## src/design/mrir_pkg.sv

```systemverilog
// ============================================================================
// mrir_pkg
// Shared types, constants and the CRC-16 step for the Modbus read input
// register responder.
// ============================================================================
`default_nettype none

package mrir_pkg;

    localparam int TABLE_DEPTH_DEF = 256;
    localparam int MAX_COUNT_DEF   = 29;

    localparam logic [7:0]  FUNC_READ_INPUT = 8'd4;
    localparam int          HEADER_LEN      = 6;
    localparam logic [7:0]  LAST_HDR_POS    = 8'd6;   // frame of 8+ bytes ends at pos 7+
    localparam logic [7:0]  POS_MAX         = 8'd255;
    localparam logic [15:0] CRC_INIT        = 16'hFFFF;
    localparam logic [15:0] CRC_POLY        = 16'hA001;

    localparam logic OP_FRAME_BYTE = 1'b0;
    localparam logic OP_REG_WRITE  = 1'b1;

    typedef struct packed {
        logic        opcode;
        logic [7:0]  data_byte;
        logic        last_byte;
        logic [7:0]  reg_index;
        logic [15:0] reg_value;
    } req_item_t;

    typedef struct packed {
        logic [7:0] resp_byte;
        logic       resp_last;
    } resp_item_t;

    typedef enum logic [3:0] {
        S_CLEAR,
        S_IDLE,
        S_CHECK,
        S_ADDR,
        S_FUNC,
        S_BCNT,
        S_RDHI,
        S_RDLO,
        S_RDWAIT,
        S_CRCLO,
        S_CRCHI
    } state_t;

    typedef enum logic [2:0] {
        SEL_ADDR,
        SEL_FUNC,
        SEL_BCNT,
        SEL_RHI,
        SEL_RLO,
        SEL_CRCLO,
        SEL_CRCHI
    } emit_sel_t;

    // controller -> datapath
    typedef struct packed {
        logic      clr_step;   // write zero at clear address, advance
        logic      accept;     // request taken this cycle
        logic      resp_init;  // restart tx CRC and register counter
        logic      emit;       // load output register
        emit_sel_t sel;        // source of emitted byte
        logic      cnt_inc;    // next register
    } ctrl_cmd_t;

    // datapath -> controller
    typedef struct packed {
        logic clr_done;
        logic frame_end;   // pending request is the last frame byte
        logic resp_ok;     // stored frame asks for a valid response
        logic count_zero;
        logic cnt_last;
        logic out_free;
    } ctrl_stat_t;

    // one byte through the reflected Modbus CRC-16
    function automatic logic [15:0] crc_update(input logic [15:0] crc, input logic [7:0] b);
        logic [15:0] c;
        c = crc ^ {8'h00, b};
        for (int k = 0; k < 8; k++) begin
            if (c[0])
                c = (c >> 1) ^ CRC_POLY;
            else
                c = c >> 1;
        end
        return c;
    endfunction

endpackage

`default_nettype wire

```

## src/design/modbus_read_input_responder.sv

```systemverilog
// After the last request byte the sequencer passes S_CHECK, then S_ADDR loads the
// first response byte into the output register once it is free. Throughput: one
// request per cycle while idle; intake stays closed for the whole response, and each
// register walks S_RDHI, S_RDLO and S_RDWAIT (none after the last) for the table read.
// Reset: a clearing pass writes zero to every table entry with req_ready low;
// CRCs restart at 0xFFFF and the frame position at zero.
// ============================================================================
// modbus_read_input_responder
// Modbus RTU slave for function 4 (read input registers) over a byte stream.
// ============================================================================
`default_nettype none

module modbus_read_input_responder #(
    parameter int TABLE_DEPTH = mrir_pkg::TABLE_DEPTH_DEF,
    parameter int MAX_COUNT   = mrir_pkg::MAX_COUNT_DEF
) (
    input  wire logic                  clk,
    input  wire logic                  rst_n,
    input  wire logic                  req_valid,
    output logic                       req_ready,
    input  wire mrir_pkg::req_item_t   req,
    output logic                       resp_valid,
    input  wire logic                  resp_ready,
    output mrir_pkg::resp_item_t       resp
);
    import mrir_pkg::*;

    ctrl_cmd_t  cmd;
    ctrl_stat_t stat;

    // sequencer
    mrir_ctrl u_ctrl (
        .clk       (clk),
        .rst_n     (rst_n),
        .req_valid (req_valid),
        .req_ready (req_ready),
        .stat      (stat),
        .cmd       (cmd)
    );

    // table, CRCs and output register
    mrir_datapath #(
        .TABLE_DEPTH (TABLE_DEPTH),
        .MAX_COUNT   (MAX_COUNT)
    ) u_datapath (
        .clk        (clk),
        .rst_n      (rst_n),
        .req        (req),
        .cmd        (cmd),
        .stat       (stat),
        .resp_valid (resp_valid),
        .resp_ready (resp_ready),
        .resp       (resp)
    );

`ifndef ASSERT_OFF
    // frame end always goes through the check cycle with intake closed
    a_check_blocks: assert property (@(posedge clk) disable iff (!rst_n)
        (req_valid && req_ready && (req.opcode == OP_FRAME_BYTE) && req.last_byte)
        |=> !req_ready)
        else $error("request taken in the frame check cycle");

    // a waiting response byte holds until taken
    a_resp_hold: assert property (@(posedge clk) disable iff (!rst_n)
        (resp_valid && !resp_ready) |=> (resp_valid && $stable(resp)))
        else $error("response byte changed while waiting");
`endif

endmodule

`default_nettype wire

```

## src/design/mrir_ctrl.sv

```systemverilog
// ============================================================================
// mrir_ctrl
// Sequencer: table clear after reset, request intake, frame check and the
// response byte walk.
// ============================================================================
`default_nettype none

module mrir_ctrl (
    input  wire logic                  clk,
    input  wire logic                  rst_n,
    input  wire logic                  req_valid,
    output logic                       req_ready,
    input  wire mrir_pkg::ctrl_stat_t  stat,
    output mrir_pkg::ctrl_cmd_t        cmd
);
    import mrir_pkg::*;

    state_t state_reg;
    state_t state_next;

    // state register
    always_ff @(posedge clk or negedge rst_n)
    begin
        if (!rst_n)
            state_reg <= S_CLEAR;
        else
            state_reg <= state_next;
    end

    // next state and commands
    always_comb
    begin
        state_next    = state_reg;
        req_ready     = 1'b0;
        cmd.clr_step  = 1'b0;
        cmd.accept    = 1'b0;
        cmd.resp_init = 1'b0;
        cmd.emit      = 1'b0;
        cmd.sel       = SEL_ADDR;
        cmd.cnt_inc   = 1'b0;
        case (state_reg)
            S_CLEAR:
            begin
                cmd.clr_step = 1'b1;
                if (stat.clr_done)
                    state_next = S_IDLE;
            end
            S_IDLE:
            begin
                req_ready  = 1'b1;
                cmd.accept = req_valid;
                if (req_valid && stat.frame_end)
                    state_next = S_CHECK;
            end
            S_CHECK:
            begin
                cmd.resp_init = 1'b1;
                state_next    = stat.resp_ok ? S_ADDR : S_IDLE;
            end
            S_ADDR:
            begin
                cmd.sel = SEL_ADDR;
                if (stat.out_free)
                begin
                    cmd.emit   = 1'b1;
                    state_next = S_FUNC;
                end
            end
            S_FUNC:
            begin
                cmd.sel = SEL_FUNC;
                if (stat.out_free)
                begin
                    cmd.emit   = 1'b1;
                    state_next = S_BCNT;
                end
            end
            S_BCNT:
            begin
                cmd.sel = SEL_BCNT;
                if (stat.out_free)
                begin
                    cmd.emit   = 1'b1;
                    state_next = stat.count_zero ? S_CRCLO : S_RDHI;
                end
            end
            S_RDHI:
            begin
                cmd.sel = SEL_RHI;
                if (stat.out_free)
                begin
                    cmd.emit   = 1'b1;
                    state_next = S_RDLO;
                end
            end
            S_RDLO:
            begin
                cmd.sel = SEL_RLO;
                if (stat.out_free)
                begin
                    cmd.emit    = 1'b1;
                    cmd.cnt_inc = 1'b1;
                    state_next  = stat.cnt_last ? S_CRCLO : S_RDWAIT;
                end
            end
            S_RDWAIT:
            begin
                // table read of the next register lands here
                state_next = S_RDHI;
            end
            S_CRCLO:
            begin
                cmd.sel = SEL_CRCLO;
                if (stat.out_free)
                begin
                    cmd.emit   = 1'b1;
                    state_next = S_CRCHI;
                end
            end
            S_CRCHI:
            begin
                cmd.sel = SEL_CRCHI;
                if (stat.out_free)
                begin
                    cmd.emit   = 1'b1;
                    state_next = S_IDLE;
                end
            end
            default:
            begin
                state_next = S_IDLE;
            end
        endcase
    end

endmodule

`default_nettype wire

```

## src/design/mrir_datapath.sv

```systemverilog
// ============================================================================
// mrir_datapath
// Input register table, frame header capture, receive and transmit CRCs,
// response byte selection and the output register.
// ============================================================================
`default_nettype none

module mrir_datapath #(
    parameter int TABLE_DEPTH = mrir_pkg::TABLE_DEPTH_DEF,
    parameter int MAX_COUNT   = mrir_pkg::MAX_COUNT_DEF
) (
    input  wire logic                  clk,
    input  wire logic                  rst_n,
    input  wire mrir_pkg::req_item_t   req,
    input  wire mrir_pkg::ctrl_cmd_t   cmd,
    output mrir_pkg::ctrl_stat_t       stat,
    output logic                       resp_valid,
    input  wire logic                  resp_ready,
    output mrir_pkg::resp_item_t       resp
);
    import mrir_pkg::*;

    localparam int ADDR_W = (TABLE_DEPTH > 1) ? $clog2(TABLE_DEPTH) : 1;
    localparam int CNT_W  = $clog2(MAX_COUNT + 1);

    // table memory
    logic [15:0]       mem [TABLE_DEPTH];
    logic [15:0]       rd_data_reg;
    logic [ADDR_W-1:0] clr_addr_reg;
    logic [ADDR_W-1:0] wr_addr;
    logic [15:0]       wr_data;
    logic              wr_en;
    logic [ADDR_W-1:0] rd_addr;
    logic [16:0]       rd_sum;

    // frame state
    logic [7:0]        hdr_reg [HEADER_LEN];
    logic [7:0]        pos_reg;
    logic [15:0]       rx_crc_reg;
    logic [15:0]       rx_crc_new;
    logic              good_reg;
    logic [15:0]       tx_crc_reg;
    logic [CNT_W-1:0]  cnt_reg;
    logic [CNT_W:0]    cnt_plus;

    logic [15:0]       start_w;
    logic [15:0]       count_w;
    logic [16:0]       range_end;
    logic              byte_acc;
    logic              write_acc;
    logic              idx_ok;

    logic [7:0]        emit_byte;
    logic              out_valid_reg;
    resp_item_t        out_reg;

    assign byte_acc  = cmd.accept && (req.opcode == OP_FRAME_BYTE);
    assign write_acc = cmd.accept && (req.opcode == OP_REG_WRITE);
    assign idx_ok    = {9'd0, req.reg_index} < 17'(TABLE_DEPTH);

    assign start_w   = {hdr_reg[2], hdr_reg[3]};
    assign count_w   = {hdr_reg[4], hdr_reg[5]};
    assign range_end = {1'b0, start_w} + {1'b0, count_w};
    assign rd_sum    = {1'b0, start_w} + {{(17 - CNT_W){1'b0}}, cnt_reg};
    assign rd_addr   = rd_sum[ADDR_W-1:0];
    assign cnt_plus  = {1'b0, cnt_reg} + {{CNT_W{1'b0}}, 1'b1};

    assign rx_crc_new = crc_update(rx_crc_reg, req.data_byte);

    // write port: clearing pass or register write
    always_comb
    begin
        if (cmd.clr_step)
        begin
            wr_en   = 1'b1;
            wr_addr = clr_addr_reg;
            wr_data = 16'h0000;
        end
        else
        begin
            wr_en   = write_acc && idx_ok;
            wr_addr = ADDR_W'(req.reg_index);
            wr_data = req.reg_value;
        end
    end

    always_ff @(posedge clk)
    begin
        if (wr_en)
            mem[wr_addr] <= wr_data;
        rd_data_reg <= mem[rd_addr];
    end

    // clear address counter
    always_ff @(posedge clk or negedge rst_n)
    begin
        if (!rst_n)
            clr_addr_reg <= '0;
        else if (cmd.clr_step)
            clr_addr_reg <= clr_addr_reg + ADDR_W'(1);
    end

    // request frame intake
    always_ff @(posedge clk or negedge rst_n)
    begin
        if (!rst_n)
        begin
            pos_reg    <= 8'd0;
            rx_crc_reg <= CRC_INIT;
            good_reg   <= 1'b0;
            for (int i = 0; i < HEADER_LEN; i++)
                hdr_reg[i] <= 8'd0;
        end
        else if (byte_acc)
        begin
            if (pos_reg < 8'(HEADER_LEN))
                hdr_reg[pos_reg[2:0]] <= req.data_byte;
            if (req.last_byte)
            begin
                pos_reg    <= 8'd0;
                rx_crc_reg <= CRC_INIT;
                good_reg   <= (pos_reg > LAST_HDR_POS) && (rx_crc_new == 16'h0000);
            end
            else
            begin
                rx_crc_reg <= rx_crc_new;
                if (pos_reg != POS_MAX)
                    pos_reg <= pos_reg + 8'd1;
            end
        end
    end

    // response byte source
    always_comb
    begin
        case (cmd.sel)
            SEL_ADDR:  emit_byte = hdr_reg[0];
            SEL_FUNC:  emit_byte = hdr_reg[1];
            SEL_BCNT:  emit_byte = {count_w[6:0], 1'b0};
            SEL_RHI:   emit_byte = rd_data_reg[15:8];
            SEL_RLO:   emit_byte = rd_data_reg[7:0];
            SEL_CRCLO: emit_byte = tx_crc_reg[7:0];
            SEL_CRCHI: emit_byte = tx_crc_reg[15:8];
            default:   emit_byte = 8'h00;
        endcase
    end

    // transmit CRC and register counter
    always_ff @(posedge clk or negedge rst_n)
    begin
        if (!rst_n)
        begin
            tx_crc_reg <= CRC_INIT;
            cnt_reg    <= '0;
        end
        else if (cmd.resp_init)
        begin
            tx_crc_reg <= CRC_INIT;
            cnt_reg    <= '0;
        end
        else
        begin
            if (cmd.emit && (cmd.sel != SEL_CRCLO) && (cmd.sel != SEL_CRCHI))
                tx_crc_reg <= crc_update(tx_crc_reg, emit_byte);
            if (cmd.cnt_inc)
                cnt_reg <= cnt_plus[CNT_W-1:0];
        end
    end

    // output register
    always_ff @(posedge clk or negedge rst_n)
    begin
        if (!rst_n)
            out_valid_reg <= 1'b0;
        else if (cmd.emit)
            out_valid_reg <= 1'b1;
        else if (resp_ready)
            out_valid_reg <= 1'b0;
    end

    always_ff @(posedge clk)
    begin
        if (cmd.emit)
        begin
            out_reg.resp_byte <= emit_byte;
            out_reg.resp_last <= (cmd.sel == SEL_CRCHI);
        end
    end

    assign resp_valid = out_valid_reg;
    assign resp       = out_reg;

    // status
    assign stat.clr_done   = (clr_addr_reg == ADDR_W'(TABLE_DEPTH - 1));
    assign stat.frame_end  = (req.opcode == OP_FRAME_BYTE) && req.last_byte;
    assign stat.resp_ok    = good_reg && (hdr_reg[1] == FUNC_READ_INPUT)
                             && (count_w <= 16'(MAX_COUNT))
                             && (range_end <= 17'(TABLE_DEPTH));
    assign stat.count_zero = (count_w == 16'd0);
    assign stat.cnt_last   = (cnt_plus == count_w[CNT_W:0]);
    assign stat.out_free   = !out_valid_reg || resp_ready;

endmodule

`default_nettype wire

```

## config.mk

```make
export PLATFORM = sky130hd
export DESIGN_NAME = modbus_read_input_responder
export DESIGN_NICKNAME = d
export VERILOG_FILES = /design/src/design/mrir_pkg.sv /design/src/design/modbus_read_input_responder.sv /design/src/design/mrir_ctrl.sv /design/src/design/mrir_datapath.sv
export SDC_FILE = /design/constraint.sdc
export NUM_CORES = 2
export LEC_CHECK = 0
export BUFFER_PORTS_ARGS = -buffer_cell sky130_fd_sc_hd__buf_2
export CORE_AREA = 3 3 644 646
export DETAILED_ROUTE_END_ITERATION = 8
export DIE_AREA = 0 0 647 649
export GPL_TIMING_DRIVEN = 0
export SYNTH_ARGS = -nofsm -noshare
export SYNTH_HDL_FRONTEND = slang
export SYNTH_SLANG_ARGS = --single-unit
```

## constraint.sdc

```tcl
create_clock -name clk -period 5.61 [get_ports clk]
set_clock_uncertainty 0.15 [all_clocks]
set_input_delay 0.561 -clock clk [delete_from_list [all_inputs] [get_ports clk]]
set_output_delay 0.561 -clock clk [all_outputs]
set_load 0.05 [all_outputs]
```

==> Word-level counts from Yosys, hierarchy flattened <==
Memories as Yosys holds them, arrays and structs flattened. A register that Yosys moved wholly into a read port is not among the register bits.
Index checks and enable logic that the tools add are counted.
{ "classes": {"n_addsub": 5, "multipliers": 0, "div_mod_pow": 0, "magnitude_cmp": 6, "n_eq_ne": 31, "n_shift": 0, "mux": 68, "bitwise": 20, "reduce_logical": 25} }
{ "op_table": {"columns": ["cell", "n"], "rows": [
  ["$mux W16", 34],
  ["$pmux W8 S7", 1],
  ["$bwmux W48", 1],
  ["$not A2 Y3", 16],
  ["$pmux W4 S11", 1],
  ["$mux W4", 10],
  ["$logic_not A16 Y1", 2],
  ["$mux W8", 4],
  ["$xor A16 B8 Y16", 2],
  ["$pmux W4 S7", 1],
  ["$demux W8 S3", 1],
  ["$add A16 B16 Y17", 1],
  ["$le A17 B9 Y1 const B", 1],
  ["$add A8 B1 Y8 const B", 2],
  ["$eq A4 B3 Y1 const B", 4],
  ["$le A16 B5 Y1 const B", 1],
  ["$ne A2 B2 Y1 const B", 8],
  ["$eq A4 B4 Y1 const B", 3],
  ["$mux W1", 12],
  ["$logic_and A1 B1 Y1", 11],
  ["$mux W5", 2],
  ["$eq A3 B3 Y1 const B", 3],
  ["$reduce_and A9 Y1", 1],
  ["$add A8 B5 Y8", 1],
  ["other kinds (24)", 32]
]} }
{ "word_totals": {"regBits": 116, "latchBits": 0, "mem_bits_rw": 4096, "romBits": 0, "inputBits": 38, "output_inout_bits": 11, "elab_cells": 172, "n_memories": 1} }
{ "memory_table": {"columns": ["name", "words", "width", "read_ports", "rd_ports_with_merged_regs", "wr", "line_no", "source"], "rows": [
  ["u_datapath.mem", 256, 16, 1, 1, 1, "mrir_datapath.sv:27", "logic [15:0] mem [TABLE_DEPTH];"]
]} }

==> Depth between registers and ports, before layout <==
{ "depth": {"depth_word": 39, "depth_mapped": 11} }

==> Modules after synthesis <==
A second synthesis with hierarchy kept.
{ "unflattened": {"cells_unflattened": 6802, "hier_area_um2": 163636.9} }
{ "modules_own_cells": {"columns": ["module", "n_inst", "cells_each", "area_per_inst_um2", "seq_area_each_um2"], "rows": [
  ["mrir_datapath", 1, 6747, 163142.7, 126206.0],
  ["mrir_ctrl", 1, 55, 494.2, 100.1]
]} }

==> Least setup slack after synthesis <==
Ideal clock, no wire load.
{ "synth_path": {"path_kind": "register -> register", "from": "register u_ctrl.state_reg[2]", "to": "memory u_datapath.mem[0][10] (data pin)", "setup_time_ns": 0.868, "arrival_time_ns": 5.115, "path_slack_ns": -0.524, "stages_incl_launch_ff": 9, "n_path_buf": 6, "period_less_slack_ns": 6.134, "path_cell_list": "dfrtp_1 -> clkbuf_2 -> clkbuf_1 -> clkbuf_1 -> or4_1 -> clkbuf_1 -> clkbuf_1 -> clkbuf_1 -> and2_1"} }
{ "synth_via": {"elab_chain_len": 3} }
{ "synth_rtl": {"columns": ["element", "line_no", "source"], "rows": [
  ["from (decl)", "mrir_ctrl.sv:18", "state_t state_reg;"],
  ["from (signal assigned)", "mrir_ctrl.sv:27", "state_reg <= state_next;"],
  ["$logic_not A4 Y1", "mrir_ctrl.sv:41", "case (state_reg)"],
  ["$mux W1", "mrir_ctrl.sv:41", null],
  ["$mux W16", "mrir_datapath.sv:73", "if (cmd.clr_step)"],
  ["named net u_datapath.wr_data[10]", "mrir_datapath.sv:31", "logic [15:0] wr_data;"],
  ["to (decl)", "mrir_datapath.sv:27", null]
]} }
The timed path passes the listed nets, and every way through them passes these cells.

==> Worst setup path in the final report <==
{ "layout_path": {"from": "register u_ctrl.state_reg[2]", "to": "memory u_datapath.mem[77][11] (enable)"} }
{ "layout_via": {"elab_chain_len": 6} }
{ "layout_rtl": {"columns": ["element", "line_no", "source"], "rows": [
  ["$eq A4 B1 Y1", "mrir_ctrl.sv:41", null],
  ["$mux W1", "mrir_ctrl.sv:41", null],
  ["$logic_and A1 B1 Y1", "mrir_datapath.sv:58", "assign write_acc = cmd.accept && (req.opcode == OP_REG_WRITE);"],
  ["$mux W1", "mrir_datapath.sv:73", null],
  ["$mux W1", "mrir_datapath.sv:89", "if (wr_en)"],
  ["$mux W1 (not written as such)", "mrir_datapath.sv:90", "mem[wr_addr] <= wr_data;"]
]} }
Several ways; a longest one is shown, not always the timed one.

==> flow_metrics.env <==
export IMPL_die_x_um=647
export IMPL_dominantRegCellSynth="sky130_fd_sc_hd__edfxtp_1"
export IMPL_timing_hold_worst_class="input pin to async pin"
export IMPL_critical_path_startpoint_type="flip-flop"
export IMPL_max_cap_violations=1
export IMPL_synthMostInstantiatedCell="sky130_fd_sc_hd__edfxtp_1"
export IMPL_cts_max_path_buffers=4
export IMPL_fin_setup_tns_ps=-5673
export IMPL_hold_viol=0
export IMPL_tritoncts_num_buffers=422
export IMPL_number_of_global_route_vias_before_repair=78710
export IMPL_totalPowerFinal_w=0.08912
export IMPL_max_slew_margin_rel=-0.01127
export IMPL_synth_top_cells_by_area="sky130_fd_sc_hd__edfxtp_1, sky130_fd_sc_hd__mux4_2, sky130_fd_sc_hd__dfrtp_1"
export IMPL_clk_transition_reported_paths_ps=60
export IMPL_detail_route_antenna_nets=0
export IMPL_drive_gt1_frac=0.3547
export IMPL_synth_common_cells="sky130_fd_sc_hd__edfxtp_1, sky130_fd_sc_hd__mux4_2, sky130_fd_sc_hd__nor2_1"
export IMPL_post_dp_hpwl_um=299200
export IMPL_critPathKind="flip-flop to flip-flop"
export IMPL_worstReg2RegStart="u_ctrl.state_reg[2]"
export IMPL_vdd_ir_drop_max_uv=368.7
export IMPL_row_count=235
export IMPL_cts_root_buf="sky130_fd_sc_hd__clkbuf_16"
export IMPL_critPathMaxFanout=10
export IMPL_grt_max_degree=81
export IMPL_detailedRoute_firstPassIterationCount=5
export IMPL_antenna_found_initial=39
export IMPL_first_pass_grt_wire_length_um=619400
export IMPL_post_synth_num_cell_types=72
export IMPL_failed_checks="max-capacitance violations, max-slew violations, negative setup slack"
export IMPL_setup_worst_path_end_class="flip-flop"
export IMPL_yosys_register_bits=4228
export IMPL_track_usage=0.2092
export IMPL_postSynthCellCount=6852
export IMPL_timing_max_transition_violations_final=8
export IMPL_cp_cell_sequence="clkbuf_2 > clkbuf_1 > clkbuf_1 > or4_1 > clkbuf_1 > clkbuf_1 > o21ai_0 > nand2_2 > clkbuf_2 > buf_16 > nor2_2 > buf_6"
export IMPL_via_count=78200
export IMPL_cts_tree="built"
export IMPL_io_buffer_count=47
export IMPL_design_portCount=49
export IMPL_synth_sequential_area_ratio=0.7715
export IMPL_netlist_top_cell_by_area="sky130_fd_sc_hd__edfxtp_1"
export IMPL_cts_htree_levels=5
export IMPL_vias_per_cell=5.842
export IMPL_largest_reg_flops=4096
export IMPL_initial_utilization=0.3997
export IMPL_finalWorstPathRequiredPeriod_ps=5777
export IMPL_detailedRoute_firstIterationViolations=10466
export IMPL_pre_cts_slack_ps=-1810
export IMPL_synth_async_sr_flop_share=0.02531
export IMPL_drt_wirelength_per_cell_um=33.14
export IMPL_run_status="finished, violations left"
export IMPL_clock_latency_ps=970
export IMPL_worst_pin_slew_ps=1506
export IMPL_yosysWarningCount=0
export IMPL_numClockSinks=4228
export IMPL_drt_wl_total_um=443600
export IMPL_portion_of_the_clock_cycle_consumed_by_the_worst_path_in_the_final_layout=1.030
export IMPL_static_leakage_power_nw=58.26
export IMPL_gr_total_overflow=0
export IMPL_power_density_nw_per_um2=468.2
export IMPL_route_detailed_drc=0
export IMPL_height_of_the_die_um=649
export IMPL_setup_viol=115
export IMPL_final_critical_path_setup_slack_ps=-167.0
export IMPL_cp_required_ps=6130
export IMPL_worst_path_most_repeated_cell="sky130_fd_sc_hd__clkbuf_1"
export IMPL_count_of_nets_after_finishing=7630
export IMPL_synth_enable_flop_cells=4105
export IMPL_critPathMaxStageDelay_ps=670
export IMPL_critPathArrivalTime_ps=6290
export IMPL_place_gp_congestion=0.8621
export IMPL_synth_top_area_share=0.7529
export IMPL_post_synthesis_instance_area_um2=163700
export IMPL_cp_max_delay_cell="sky130_fd_sc_hd__or4_1"
export IMPL_die_area_um2=419900
export IMPL_flow_area_growth_from_synthesis_pct=16.26
export IMPL_post_synth_cell_area_avg_um2=23.89
export IMPL_worst_setup_path_startpoint="u_ctrl.state_reg[2]"
export IMPL_clock_fmax_mhz=173.1
export IMPL_synth_net_count=6918
export IMPL_grt_setup_unrepaired="yes"
export IMPL_design_core_area_um2=409600
## placed cells by master (no fill, tap or decap), drive strengths merged, types with 5 or more instances in the layout
cell           count
edfxtp          4105
mux4            1360
clkbuf           776
buf              371
nor2             315
clkinv           192
nand2             87
dfrtp             75
a21oi             62
mux2              48
xnor2             46
bufinv            43
nand3b            38
dfstp             32
o21ai             32
inv               31
ha                26
nand3             25
nor3              25
xor2              24
diode             18
and2              18
dfxtp             16
clkinvlp          14
dlygate4sd3       14
nand4             12
o31ai             12
a21o               9
or3                8
clkdlybuf4s15      8
nand2b             7
a31oi              6
nor4               6
nor2b              5
or3b               5
a2111o             5
## routing by layer
layer	track usage	wire length [µm]	up-vias
met4	0.06268	15990	16
li1	-	-	30958
met1	0.2896	173200	42848
met3	0.04200	39400	679
met2	0.3365	214700	3699
met5	0	251	-
## final timing paths
check | end | slack, ps | depth (start not counted)
hold / removal | u_datapath.count_w[6] | 30 | 2
hold reg to reg | u_datapath.tx_crc_reg[1] | 360 | 2
setup / recovery | u_datapath.mem[77][11] | -170 | 12
setup reg to reg | u_datapath.mem[77][11] | -170 | 12
max in group asynchronous | u_datapath.rx_crc_reg[8] | 4480 | 3
min in group clk | u_datapath.mem[52][5] | 60 | 2
## report_power, final
part	switching [W]	leakage, nW	internal [W]
Sequential	0.000351	38.5	0.0366
Clock	0.0120	6.66	0.0160
Combinational	0.0143	13.1	0.00978
## timing repair
item                                     CTS  global route
pin swaps                                  7            22
hold buffers                              14             0
hold endpoints to repair                 168             0
resized for setup                        147           141
cloned                                     0             0
endpoints found under the setup margin  1170          1408
setup buffers                             15            28
## worst max-delay path: cells and delay by family, from the launching register on
| family | cells | cell delay (ps) |
|---|---|---|
| buf+inv | 8 | 2580 |
| simple gates | 3 | 1700 |
| compound gates | 1 | 630 |
| flops | 1 | 360 |
## area by class of cell
cell class | count | area [µm²]
fill | 33052 | 219300
tap | 5451 | 6820
buffer | 367 | 1770
clock inverter | 263 | 2595
antenna | 18 | 45.04
clock buffer | 513 | 11090
sequential | 4228 | 126300
timing repair buffer | 289 | 4529
inverter | 17 | 63.81
multi-input combinational | 2239 | 37110
## cells by family (layout without fill, tap and decap cells)
group,count (synthesis),after routing,share of synthesized area
AND/OR/NAND/NOR,567,567,0.01579
other,0,18,0
flip-flops,4228,4228,0.7715
XOR/XNOR,73,73,0.004173
multiplexers,1410,1410,0.1905
buffers and inverters,385,1449,0.009553
AO/OA/AOI/OAI,161,161,0.006244
adder cells (fa/ha/maj),28,28,0.002232
## through the flow
stage | area [µm²] | hold WS (ps) | std cells | utilization
4_1_cts | 189500 | 1.127 | 13339 | 0.4626
6_report | 190300 | 33.65 | 13385 | 0.4647
5_1_grt | 190300 | 49.53 | 13372 | 0.4646
2_1_floorplan | 163700 | 115.4 | 6852 | -
3_5_place_dp | 175000 | 343.4 | 12535 | 0.4273
3_3_place_gp | 170800 | 339.5 | 12350 | 0.4170
(Power assumes the default switching activity.)
